File: config.mk
export PLATFORM = sky130hd
export DESIGN_NAME = float_placement_table_unit
export DESIGN_NICKNAME = d
export VERILOG_FILES = /design/src/hdl/fpt_pkg.sv /design/src/hdl/fpt_ctrl.sv /design/src/hdl/fpt_dp.sv /design/src/hdl/float_placement_table_unit.sv
export SDC_FILE = /design/constraint.sdc
export NUM_CORES = 2
export LEC_CHECK = 0
export BUFFER_PORTS_ARGS = -buffer_cell sky130_fd_sc_hd__buf_2
export CORE_ASPECT_RATIO = 0.75
export CORE_MARGIN = 5
export CORE_UTILIZATION = 25
export CTS_CLUSTER_SIZE = 24
export DETAILED_ROUTE_END_ITERATION = 8
export PLACE_DENSITY = 0.38
export SLEW_MARGIN = 20
export SYNTH_ARGS = -nofsm -noshare
export SYNTH_HDL_FRONTEND = slang
export SYNTH_HIERARCHICAL = 1
export SYNTH_SLANG_ARGS = --single-unit
File: constraint.sdc
create_clock -name clk -period 71.3 [get_ports clk]
set_input_delay 3.565 -clock clk [delete_from_list [all_inputs] [get_ports clk]]
set_output_delay 3.565 -clock clk [all_outputs]
set_load 0.05 [all_outputs]
File: src/hdl/fpt_pkg.sv
// ----------------------------------------------------------------------------
// fpt_pkg
// shared types and constants of the float placement table
// ----------------------------------------------------------------------------
package fpt_pkg;

	localparam int MAX_FLOATS = 16;
	localparam int IDX_BITS   = $clog2(MAX_FLOATS);
	localparam int CNT_BITS   = $clog2(MAX_FLOATS + 1);

	localparam logic [2:0] KIND_EMPTY  = 3'd0;
	localparam logic [2:0] KIND_PLACE  = 3'd1;
	localparam logic [2:0] KIND_BAND   = 3'd2;
	localparam logic [2:0] KIND_CLEAR  = 3'd3;
	localparam logic [2:0] KIND_BOTTOM = 3'd4;

	localparam logic CFG_LEFT  = 1'b0;
	localparam logic CFG_RIGHT = 1'b1;

	typedef struct packed {
		logic signed [31:0] x0;
		logic signed [31:0] x1;
		logic signed [31:0] y0;
		logic signed [31:0] y1;
		logic               right;
	} fbox_t;

	typedef struct packed {
		logic [2:0]         kind;
		logic signed [31:0] y;
		logic signed [31:0] ph;
		logic signed [31:0] bw;
		logic signed [31:0] bh;
		logic signed [31:0] ml;
		logic signed [31:0] mr;
		logic signed [31:0] mt;
		logic signed [31:0] mb;
		logic               right;
		logic [1:0]         mask;
	} item_t;

	typedef struct packed {
		logic signed [31:0] band_left;
		logic signed [31:0] band_right;
		logic signed [31:0] edge_y;
		logic signed [31:0] place_x;
		logic signed [31:0] place_y;
		logic               recorded;
	} result_t;

	// controller -> datapath
	typedef struct packed {
		logic load;       // capture item, prepare derived values
		logic scan_start; // reset accumulators, index 0
		logic scan_step;  // process one entry
		logic fit_check;  // width test step after a band scan
		logic advance;    // move at to next candidate
		logic finish;     // form result, append if place
		logic clear_cnt;  // empty table
	} cmd_t;

	// datapath -> controller
	typedef struct packed {
		logic [2:0] kind;
		logic       scan_last;
		logic       fits;
		logic       no_next;
		logic       tries_done;
	} stat_t;

endpackage

File: src/hdl/fpt_ctrl.sv
// ----------------------------------------------------------------------------
// fpt_ctrl
// sequencer for table scans and placement tries
// ----------------------------------------------------------------------------
module fpt_ctrl (
	input  logic           clk,
	input  logic           arst_n,
	input  logic           in_fire,
	input  logic           out_busy,
	input  fpt_pkg::stat_t st,
	output fpt_pkg::cmd_t  cmd,
	output logic           idle,
	output logic           res_set
);

	typedef enum logic [2:0] {S_IDLE, S_DEC, S_SCAN, S_CHECK, S_FIN, S_WAIT} state_t;
	state_t state_q;

	always_comb begin
		cmd = '0;
		cmd.load = in_fire;
		case (state_q)
			S_DEC: begin
				if (st.kind == fpt_pkg::KIND_EMPTY) cmd.clear_cnt = 1'b1;
				cmd.scan_start = 1'b1;
			end
			S_SCAN:  cmd.scan_step = 1'b1;
			S_CHECK: begin
				cmd.fit_check = 1'b1;
				if (!(st.fits || st.no_next || st.tries_done)) cmd.advance = 1'b1;
			end
			S_FIN:   cmd.finish = 1'b1;
			default: ;
		endcase
		if (state_q == S_CHECK && cmd.advance) cmd.scan_start = 1'b1;
	end

	assign idle    = (state_q == S_IDLE);
	assign res_set = (state_q == S_FIN);

	always_ff @(posedge clk or negedge arst_n) begin
		if (!arst_n) begin
			state_q <= S_IDLE;
		end else begin
			case (state_q)
				S_IDLE: if (in_fire) state_q <= S_DEC;
				S_DEC: begin
					if (st.kind == fpt_pkg::KIND_PLACE || st.kind == fpt_pkg::KIND_BAND ||
					    st.kind == fpt_pkg::KIND_CLEAR || st.kind == fpt_pkg::KIND_BOTTOM)
						state_q <= S_SCAN;
					else
						state_q <= S_FIN;
				end
				S_SCAN: if (st.scan_last)
					state_q <= (st.kind == fpt_pkg::KIND_PLACE) ? S_CHECK : S_FIN;
				S_CHECK: begin
					if (st.fits || st.no_next || st.tries_done) state_q <= S_FIN;
					else state_q <= S_SCAN;
				end
				S_FIN:  state_q <= S_WAIT;
				S_WAIT: if (!out_busy) state_q <= S_IDLE;
				default: state_q <= S_IDLE;
			endcase
		end
	end

	a_fin_after: assert property (@(posedge clk) disable iff (!arst_n)
		state_q == S_FIN |=> state_q == S_WAIT) else $error("fin not followed by wait");
	a_load_idle: assert property (@(posedge clk) disable iff (!arst_n)
		in_fire |-> state_q == S_IDLE) else $error("load while busy");
	a_one_cmd: assert property (@(posedge clk) disable iff (!arst_n)
		$onehot0({cmd.scan_step, cmd.fit_check, cmd.finish})) else $error("cmd clash");

endmodule

File: src/hdl/fpt_dp.sv
// ----------------------------------------------------------------------------
// fpt_dp
// float table storage, scan accumulators and result forming
// ----------------------------------------------------------------------------
module fpt_dp (
	input  logic                clk,
	input  logic                arst_n,
	input  fpt_pkg::cmd_t       cmd,
	input  fpt_pkg::item_t      item,
	input  logic                cfg_en,
	input  logic                cfg_addr,
	input  logic signed [31:0]  cfg_data,
	output fpt_pkg::stat_t      st,
	output fpt_pkg::result_t    res
);

	fpt_pkg::fbox_t mem [fpt_pkg::MAX_FLOATS];
	fpt_pkg::fbox_t rd_q;
	fpt_pkg::item_t it_q;
	fpt_pkg::result_t res_c;

	logic signed [31:0] cl_q, cr_q;
	logic [fpt_pkg::CNT_BITS-1:0] cnt_q, idx_q, tries_q;
	logic rd_vld_q;
	logic signed [31:0] ow_q, oh_q, at_q, yend_q;
	logic signed [31:0] lo_q, hi_q, mx_q, nxt_q;

	// band height, at least one
	logic signed [31:0] h_raw, h_eff;
	assign h_raw = (it_q.kind == fpt_pkg::KIND_PLACE) ? oh_q : it_q.ph;
	assign h_eff = (h_raw < 32'sd1) ? 32'sd1 : h_raw;

	// a new scan always starts at entry 0
	logic [fpt_pkg::CNT_BITS-1:0] rd_idx;
	assign rd_idx = cmd.scan_start ? '0 : idx_q;

	logic rd_go;
	assign rd_go = (cmd.scan_start || cmd.scan_step) && !cmd.clear_cnt && rd_idx < cnt_q;

	always_ff @(posedge clk) begin
		if (rd_go) rd_q <= mem[rd_idx[fpt_pkg::IDX_BITS-1:0]];
	end

	logic signed [31:0] hi_c, px_c, wid_c;
	assign hi_c  = (hi_q < lo_q) ? lo_q : hi_q;
	assign wid_c = hi_c - lo_q;
	assign px_c  = it_q.right ? (hi_c - ow_q + it_q.ml) : (lo_q + it_q.ml);

	logic want;
	assign want = rd_q.right ? it_q.mask[1] : it_q.mask[0];

	always_comb begin
		res_c = '0;
		case (it_q.kind)
			fpt_pkg::KIND_BAND: begin
				res_c.band_left  = lo_q;
				res_c.band_right = hi_c;
			end
			fpt_pkg::KIND_CLEAR, fpt_pkg::KIND_BOTTOM: res_c.edge_y = mx_q;
			fpt_pkg::KIND_PLACE: begin
				res_c.place_x  = px_c;
				res_c.place_y  = at_q + it_q.mt;
				res_c.recorded = (cnt_q < fpt_pkg::CNT_BITS'(fpt_pkg::MAX_FLOATS));
			end
			default: ;
		endcase
	end

	always_ff @(posedge clk) begin
		if (cmd.load) begin
			it_q <= item;
			ow_q <= item.bw + item.ml + item.mr;
			oh_q <= item.bh + item.mt + item.mb;
		end
		if (cmd.scan_start) begin
			lo_q   <= cl_q;
			hi_q   <= cr_q;
			mx_q   <= (it_q.kind == fpt_pkg::KIND_CLEAR) ? it_q.y : 32'sd0;
			nxt_q  <= 32'sd0;
		end
		if (cmd.load) at_q <= item.y;
		if (cmd.advance) at_q <= nxt_q;
		yend_q <= (cmd.advance ? nxt_q : at_q) + h_eff;
		if (cmd.scan_step && rd_vld_q) begin
			if (rd_q.y1 > at_q && rd_q.y0 < yend_q) begin
				if (!rd_q.right) begin
					if (rd_q.x1 > lo_q) lo_q <= rd_q.x1;
				end else if (rd_q.x0 < hi_q) hi_q <= rd_q.x0;
			end
			if (it_q.kind == fpt_pkg::KIND_CLEAR) begin
				if (want && rd_q.y1 > mx_q) mx_q <= rd_q.y1;
			end else if (rd_q.y1 > mx_q) mx_q <= rd_q.y1;
			if (rd_q.y1 > at_q && (nxt_q == 32'sd0 || rd_q.y1 < nxt_q)) nxt_q <= rd_q.y1;
		end
		if (cmd.finish) res <= res_c;
		if (cmd.finish && it_q.kind == fpt_pkg::KIND_PLACE &&
		    cnt_q < fpt_pkg::CNT_BITS'(fpt_pkg::MAX_FLOATS)) begin
			mem[cnt_q[fpt_pkg::IDX_BITS-1:0]] <= '{x0: px_c - it_q.ml,
				x1: px_c + it_q.bw + it_q.mr, y0: at_q, y1: at_q + oh_q, right: it_q.right};
		end
	end

	// scan index; read data arrives in the cycle after its index is presented
	always_ff @(posedge clk or negedge arst_n) begin
		if (!arst_n) begin
			cnt_q    <= '0;
			idx_q    <= '0;
			tries_q  <= '0;
			rd_vld_q <= 1'b0;
			cl_q     <= '0;
			cr_q     <= '0;
		end else begin
			if (cfg_en) begin
				if (cfg_addr == fpt_pkg::CFG_LEFT) cl_q <= cfg_data;
				else cr_q <= cfg_data;
			end
			rd_vld_q <= rd_go;
			if (cmd.scan_start) idx_q <= fpt_pkg::CNT_BITS'(rd_go);
			else if (cmd.scan_step && rd_go) idx_q <= idx_q + 1'b1;
			if (cmd.load) tries_q <= '0;
			else if (cmd.advance) tries_q <= tries_q + 1'b1;
			if (cmd.clear_cnt) cnt_q <= '0;
			else if (cmd.finish && it_q.kind == fpt_pkg::KIND_PLACE &&
			         cnt_q < fpt_pkg::CNT_BITS'(fpt_pkg::MAX_FLOATS))
				cnt_q <= cnt_q + 1'b1;
		end
	end

	assign st.kind       = it_q.kind;
	assign st.scan_last  = cmd.scan_step && !rd_go;
	assign st.fits       = (wid_c >= ow_q);
	assign st.no_next    = (nxt_q == 32'sd0);
	assign st.tries_done = (tries_q >= cnt_q);

	a_cnt_max: assert property (@(posedge clk) disable iff (!arst_n)
		cnt_q <= fpt_pkg::CNT_BITS'(fpt_pkg::MAX_FLOATS)) else $error("count overflow");
	a_idx_cnt: assert property (@(posedge clk) disable iff (!arst_n)
		idx_q <= cnt_q || cmd.clear_cnt || $past(cmd.clear_cnt)) else $error("index past count");
	a_cnt_step: assert property (@(posedge clk) disable iff (!arst_n)
		cnt_q != $past(cnt_q) |-> cnt_q == '0 || cnt_q == $past(cnt_q) + 1'b1)
		else $error("count jump");

endmodule

File: src/hdl/float_placement_table_unit.sv
// ----------------------------------------------------------------------------
// float_placement_table_unit
// table of floated margin boxes with band, clear, bottom, place and empty operations
// ----------------------------------------------------------------------------
// One transaction at a time. A query passes through accept, decode, a scan
// that reads one table entry per cycle from the single-port float store,
// result and hand-off. A place repeats a band scan per candidate y, up to
// count+1 scans. The next item is taken once the result register has been
// handed off. Table storage is undefined until written; only the fill count
// is reset.
module float_placement_table_unit (
	input  logic         clk,
	input  logic         arst_n,
	input  logic         cfg_we,
	input  logic         cfg_index,
	input  logic [31:0]  cfg_data,
	input  logic         s_tvalid,
	output logic         s_tready,
	// tdata: kind[2:0], y_position, probe_height, box_width[30:0], box_height[30:0],
	// margin_left, margin_right, margin_top, margin_bottom, side, clear_sides, pad
	input  logic [263:0] s_tdata,
	output logic         m_tvalid,
	input  logic         m_tready,
	// tdata: band_left, band_right, edge_y, place_x, place_y, recorded, pad
	output logic [167:0] m_tdata
);

	fpt_pkg::cmd_t    cmd;
	fpt_pkg::stat_t   st;
	fpt_pkg::item_t   item;
	fpt_pkg::result_t res;
	logic idle, res_set, in_fire, ovld_q;

	assign s_tready = idle && !ovld_q;
	assign in_fire  = s_tvalid && s_tready;

	// unpack input transaction
	assign item.kind  = s_tdata[2:0];
	assign item.y     = s_tdata[34:3];
	assign item.ph    = s_tdata[66:35];
	assign item.bw    = {1'b0, s_tdata[97:67]};
	assign item.bh    = {1'b0, s_tdata[128:98]};
	assign item.ml    = s_tdata[160:129];
	assign item.mr    = s_tdata[192:161];
	assign item.mt    = s_tdata[224:193];
	assign item.mb    = s_tdata[256:225];
	assign item.right = s_tdata[257];
	assign item.mask  = s_tdata[259:258];

	fpt_ctrl u_ctrl (
		.clk(clk), .arst_n(arst_n), .in_fire(in_fire), .out_busy(ovld_q),
		.st(st), .cmd(cmd), .idle(idle), .res_set(res_set)
	);

	fpt_dp u_dp (
		.clk(clk), .arst_n(arst_n), .cmd(cmd), .item(item),
		.cfg_en(cfg_we), .cfg_addr(cfg_index), .cfg_data(cfg_data),
		.st(st), .res(res)
	);

	// output valid rises at the same edge that loads the result register
	always_ff @(posedge clk or negedge arst_n) begin
		if (!arst_n) ovld_q <= 1'b0;
		else if (res_set) ovld_q <= 1'b1;
		else if (m_tready) ovld_q <= 1'b0;
	end

	assign m_tvalid = ovld_q;
	assign m_tdata  = {7'd0, res.recorded, res.place_y, res.place_x, res.edge_y,
	                   res.band_right, res.band_left};

	a_no_accept_busy: assert property (@(posedge clk) disable iff (!arst_n)
		m_tvalid |-> !s_tready) else $error("accept while result pending");

endmodule
Word level (Yosys, flattened, before mapping)
Memories as Yosys holds them, arrays and structs flattened. A register that Yosys moved wholly into a read port is not among the register bits.
Cells that the tools add are included.
{"block": "totals", "reg_bits": 698, "mem_bits_rw": 2064, "in_bits": 302, "out_inout_bits": 170, "mem_count": 1}
{"block": "classes", "add_sub_neg": 17, "n_lt_le_gt_ge": 12, "eq_ne": 12, "muxes": 53, "bitwise_logic": 1, "n_reduce_logical": 34}
{"memory": "u_dp.mem", "words": 16, "width": 129, "read_ports": 1, "rd_clocked_by_memory_dff": 1, "wr": 1, "line_no": "fpt_dp.sv:17", "rtl": "fpt_pkg::fbox_t mem [fpt_pkg::MAX_FLOATS];"}
{"operator": "2-to-1 mux 32 bit", "count": 26}
{"operator": "adder 32 bit", "count": 11}
{"operator": "less-than comparator 32 bit", "count": 4}
{"operator": "greater-than comparator 32 bit", "count": 3}
{"operator": "subtractor 32 bit", "count": 3}
{"operator": "2-to-1 mux 5 bit", "count": 7}
{"operator": ">= comparator 32 bit", "count": 1}
{"operator": "zero test 32 bit", "count": 1}
{"operator": "less-than comparator 32 x 2 -> 1 bit (second input constant)", "count": 1}
{"operator": "2-to-1 mux 3 bit", "count": 6}
{"operator": "one-hot mux 3 bit (6 select lines)", "count": 1}
{"operator": "adder 5 x 1 -> 5 bit (second input constant)", "count": 3}
{"operator": "logical AND 1 bit", "count": 13}
{"operator": "2-to-1 mux 1 bit", "count": 13}
{"operator": "== test 3 x 2 -> 1 bit (second input constant)", "count": 4}
{"operator": "== test 3 bit (second input constant)", "count": 3}
{"operator": "nonzero test 2 bit", "count": 4}
{"operator": "logical OR 1 bit", "count": 7}
{"operator": "== test 3 x 1 -> 1 bit (second input constant)", "count": 2}
{"operator": "zero test 3 bit", "count": 2}
{"operator": ">= comparator 5 bit", "count": 1}
{"operator": "less-than comparator 5 bit", "count": 1}
{"operator": "less-than comparator 5 bit (second input constant)", "count": 1}
{"operator": "!= test 2 bit (second input constant)", "count": 2}
{"operator": "6 further kinds", "count": 9}

Depth between registers and ports, before layout
{"block": "logic_depth", "ltp_word": 17, "depth_mapped": 53, "ltp_nobuf": 50}

Cells and area by module
The synthesis kept the hierarchy.
{"mod": "fpt_dp", "instances": 1, "cells_each": 9842, "area_each_um2": 132977.5, "seq_area_each_um2": 84721.3}
{"mod": "fpt_ctrl", "instances": 1, "cells_each": 44, "area_each_um2": 340.3, "seq_area_each_um2": 75.1}
{"mod": "float_placement_table_unit", "instances": 1, "cells_each": 13, "area_each_um2": 116.4, "seq_area_each_um2": 25.0}

Worst setup path after synthesis
No wires, ideal clock.
{"block": "synth_timing", "path_kind": "register to register", "startpoint": "register u_dp.lo_q[1]", "endpoint": "register u_dp.rd_vld_q", "setup_time_ps": 2169, "arrival_time_ps": 29176, "required_ps": 69131, "path_slack_ps": 39955, "path_stages_with_launch": 47, "synth_period_minus_slack_ps": 31345, "cell_sequence": "dfxtp_1 -> inv_1 -> ha_1 -> a21o_1 -> a211oi_1 -> o311a_1 -> a311oi_1 -> nor2_1 -> clkbuf_1 -> mux2i_1 -> inv_1 -> ha_1 -> a21o_1 -> a21o_1 -> a2111oi_0 -> o21ai_1 -> a211o_1 -> a21o_1 -> [... 11 more ...] -> nand2b_1 -> a221oi_1 -> o21ai_1 -> xor2_1 -> o21ai_0 -> nor3_1 -> nor3b_2 -> nand2b_1 -> nand2b_1 -> clkbuf_1 -> inv_1 -> buf_1 -> clkbuf_1 -> clkbuf_1 -> ha_1 -> o21ai_1 -> nand2b_1 -> a2111oi_0"}
{"item": "start: declaration", "line_no": "fpt_dp.sv:26", "rtl": "logic signed [31:0] lo_q, hi_q, mx_q, nxt_q;"}
{"item": "start signal: assignment", "line_no": "fpt_dp.sv:76", "rtl": "lo_q <= cl_q;"}
{"item": "start signal: assignment", "line_no": "fpt_dp.sv:87", "rtl": "if (rd_q.x1 > lo_q) lo_q <= rd_q.x1;"}
{"item": "end signal: assignment", "line_no": "fpt_dp.sv:117", "rtl": "rd_vld_q <= rd_go;"}
{"item": "end: declaration", "line_no": "fpt_dp.sv:24", "rtl": "logic rd_vld_q;"}

==> impl_results.md <==
* Status: finished, final reports clean
* Slew Limit Fails at 0
* Worst setup EP type: flop
* Worst-skew pair later-pin latency at just over 1000 ps
* Dpl hpwl at ~320,000 um
* Clock transition at path regs at 60 ps
* Synth Cell Area at 133,400 sq um
* Critical Path AT at roughly 15,000 ps
* Top Family by Delay on Critical Path: compound AO/OA/AOI/OAI gates
* Final Cycle Share at 19.86%
* P&R area growth vs syn at 17.01%
* Worst Tran Pin Value at 1240 ps
* FP Rows at 232
* Hold WC Path Type: flop to flop
* Resized cells post-CTS at 0
* CTS tree: done
* Final nets at 11,490
* Largest stage delay, worst path at 900 ps
* # IOs at 472
* Setup repair bufs after CTS at 0
* First-pass GRT wire length at 695,000 um
* Routability Congestion at 0.8542
* Clk root buf: clkbuf_16
* Die W at approximately 850 um
* Total GRT Usage at roughly 18%
* Die area at 548,600 sq um
* H-tree Lvls at 5
* Worst setup SP type: flop
* Num Clock Sinks at 2,892
* Hold-fix buffers, CTS at 0
* Grt ovf at 0
* Worst path slowest cell: buf_4
* Fmax at about 71 MHz
* CP Class: flop to flop
* Max Buffers Root-to-Sink at 4
* Critical path buffers and inverters at 8
* Relative slew slack at ~17%
* Placed Area at 145,500 sq um
* Avg Cell Area, Syn at 13.48 sq um
* RSZ-0062 raised after global routing: no
* Proportion of layout cells with a drive suffix above 1 at 14.07%
* Initial antenna violation count at 63
* Cts bufs inserted at 327
* Layout fillers at 53,490
* Setup TNS at 0 ps
* Vias in the first global route at around 87,000
* Final core utilization at between 20% and 30%
* Crit path required time at 71,880 ps
* Post-Synthesis Cells at 9,898
* Final min period at 14,160 ps
* Pre-antenna DRT Iters at 6
* Die height at around 640 um
* Detail Route Antenna Nets at 0
* Routed WL at 503,600 um
* Drt drc at 0
* Most used cell, CP: o21ai_1
* Synth warn at 6
* Vias after detailed routing at 87,290
* CP Max Fanout at 70
* I/O Buffers at 460
* Total core area at 532,100 sq um
* Largest net degree at the start of global routing at around 100
* Vias/cell at 4.874
* Fin. Hold Viols at 0
* Iteration-0 DRC Markers at 7,220
* Initial Utilization at roughly 25%
* Setup Skew at between 100 and 150 ps
* Wire length per cell at 28.12 um
* Reg area at roughly 85,000 sq um
* Design Area, Final at 156,100 sq um
* Max-cap violations at 0
* Area of the multi-input gates at 45,400 sq um
* Setup-failing EPs final at 0
cell usage in the layout (no fill, tap or decap), types with 92 or more instances in the layout:
master     instances
nor2b_1          104
a21oi_1          528
mux2_2           212
dfxtp_1          160
a221oi_1         154
mux2i_1          550
a221o_1          106
a211oi_1         175
fa_1             133
inv_1            519
nand2_1          579
nor2_1           693
buf_4            249
buf_2            459
clkbuf_16        332
o21ai_0          389
a31oi_1          167
ha_1             576
o21ai_1          106
nand4_1           97
xnor2_1          179
nor3_1            92
nand3_1          117
a21o_1           183
edfxtp_1        2648
layer usage:
metal | up-vias | GRT usage (%) | wire, um
met3 | 556 | 2.793 | 28050
met2 | 2555 | 27.24 | 221600
li1 | 38740 | - | -
met4 | 10 | 3.652 | 10820
met5 | - | 0 | 72
met1 | 45430 | 26.21 | 243100
layout make-up:
type / count / area share (%)
Sequential cell: 2892 / 54.34
Inverter: 523 / 1.264
Tap cell: 7137 / 5.720
Antenna cell: 27 / 0.04328
Timing Repair Buffer: 724 / 2.874
Clock buffer: 405 / 5.529
Multi-Input combinational cell: 6015 / 29.08
Clock inverter: 186 / 1.153
per-stage QoR:
step | hold WS [ps] | std cells | setup WS [ps]
after floorplan | 449.3 | 9907 | 39960
after global placement | 467.5 | 17290 | 57000
after detailed placement | 471.3 | 17290 | 57110
after CTS | 488.5 | 17880 | 57080
after global routing | 500.9 | 17890 | 56470
final | 488.8 | 17910 | 57140
final timing paths:
check	startpoint	endpoint	slack [ps]	depth (start not counted)
max	u_dp/lo_q[1]	u_dp/rd_q[64]	57140	44
min	u_dp/mx_q[16]	u_dp/mx_q[16]	490	1
max reg2reg	u_dp/lo_q[1]	u_dp/rd_q[64]	57140	44
min reg2reg	u_dp/mx_q[16]	u_dp/mx_q[16]	490	1
max in group asynchronous	arst_n	u_dp/idx_q[0]	67030	3
min in group asynchronous	arst_n	u_dp/cr_q[0]	2460	1
state kept, by name, indices dropped and copies added (netlist names), 3 cells and up:
name            cells
u_ctrl/state_q      3
u_dp/at_q          32
u_dp/cl_q          32
u_dp/cnt_q          5
u_dp/cr_q          32
u_dp/hi_q          32
u_dp/idx_q          5
u_dp/it_q         195
u_dp/lo_q          32
u_dp/mem         2064
u_dp/mx_q          32
u_dp/nxt_q         32
u_dp/oh_q          32
u_dp/ow_q          32
u_dp/rd_q         129
u_dp/res          161
u_dp/st             3
u_dp/tries_q        5
u_dp/yend_q        32
Power is not shown: default switching activity piles up to over one toggle a cycle in this logic, so the estimate is an artifact.
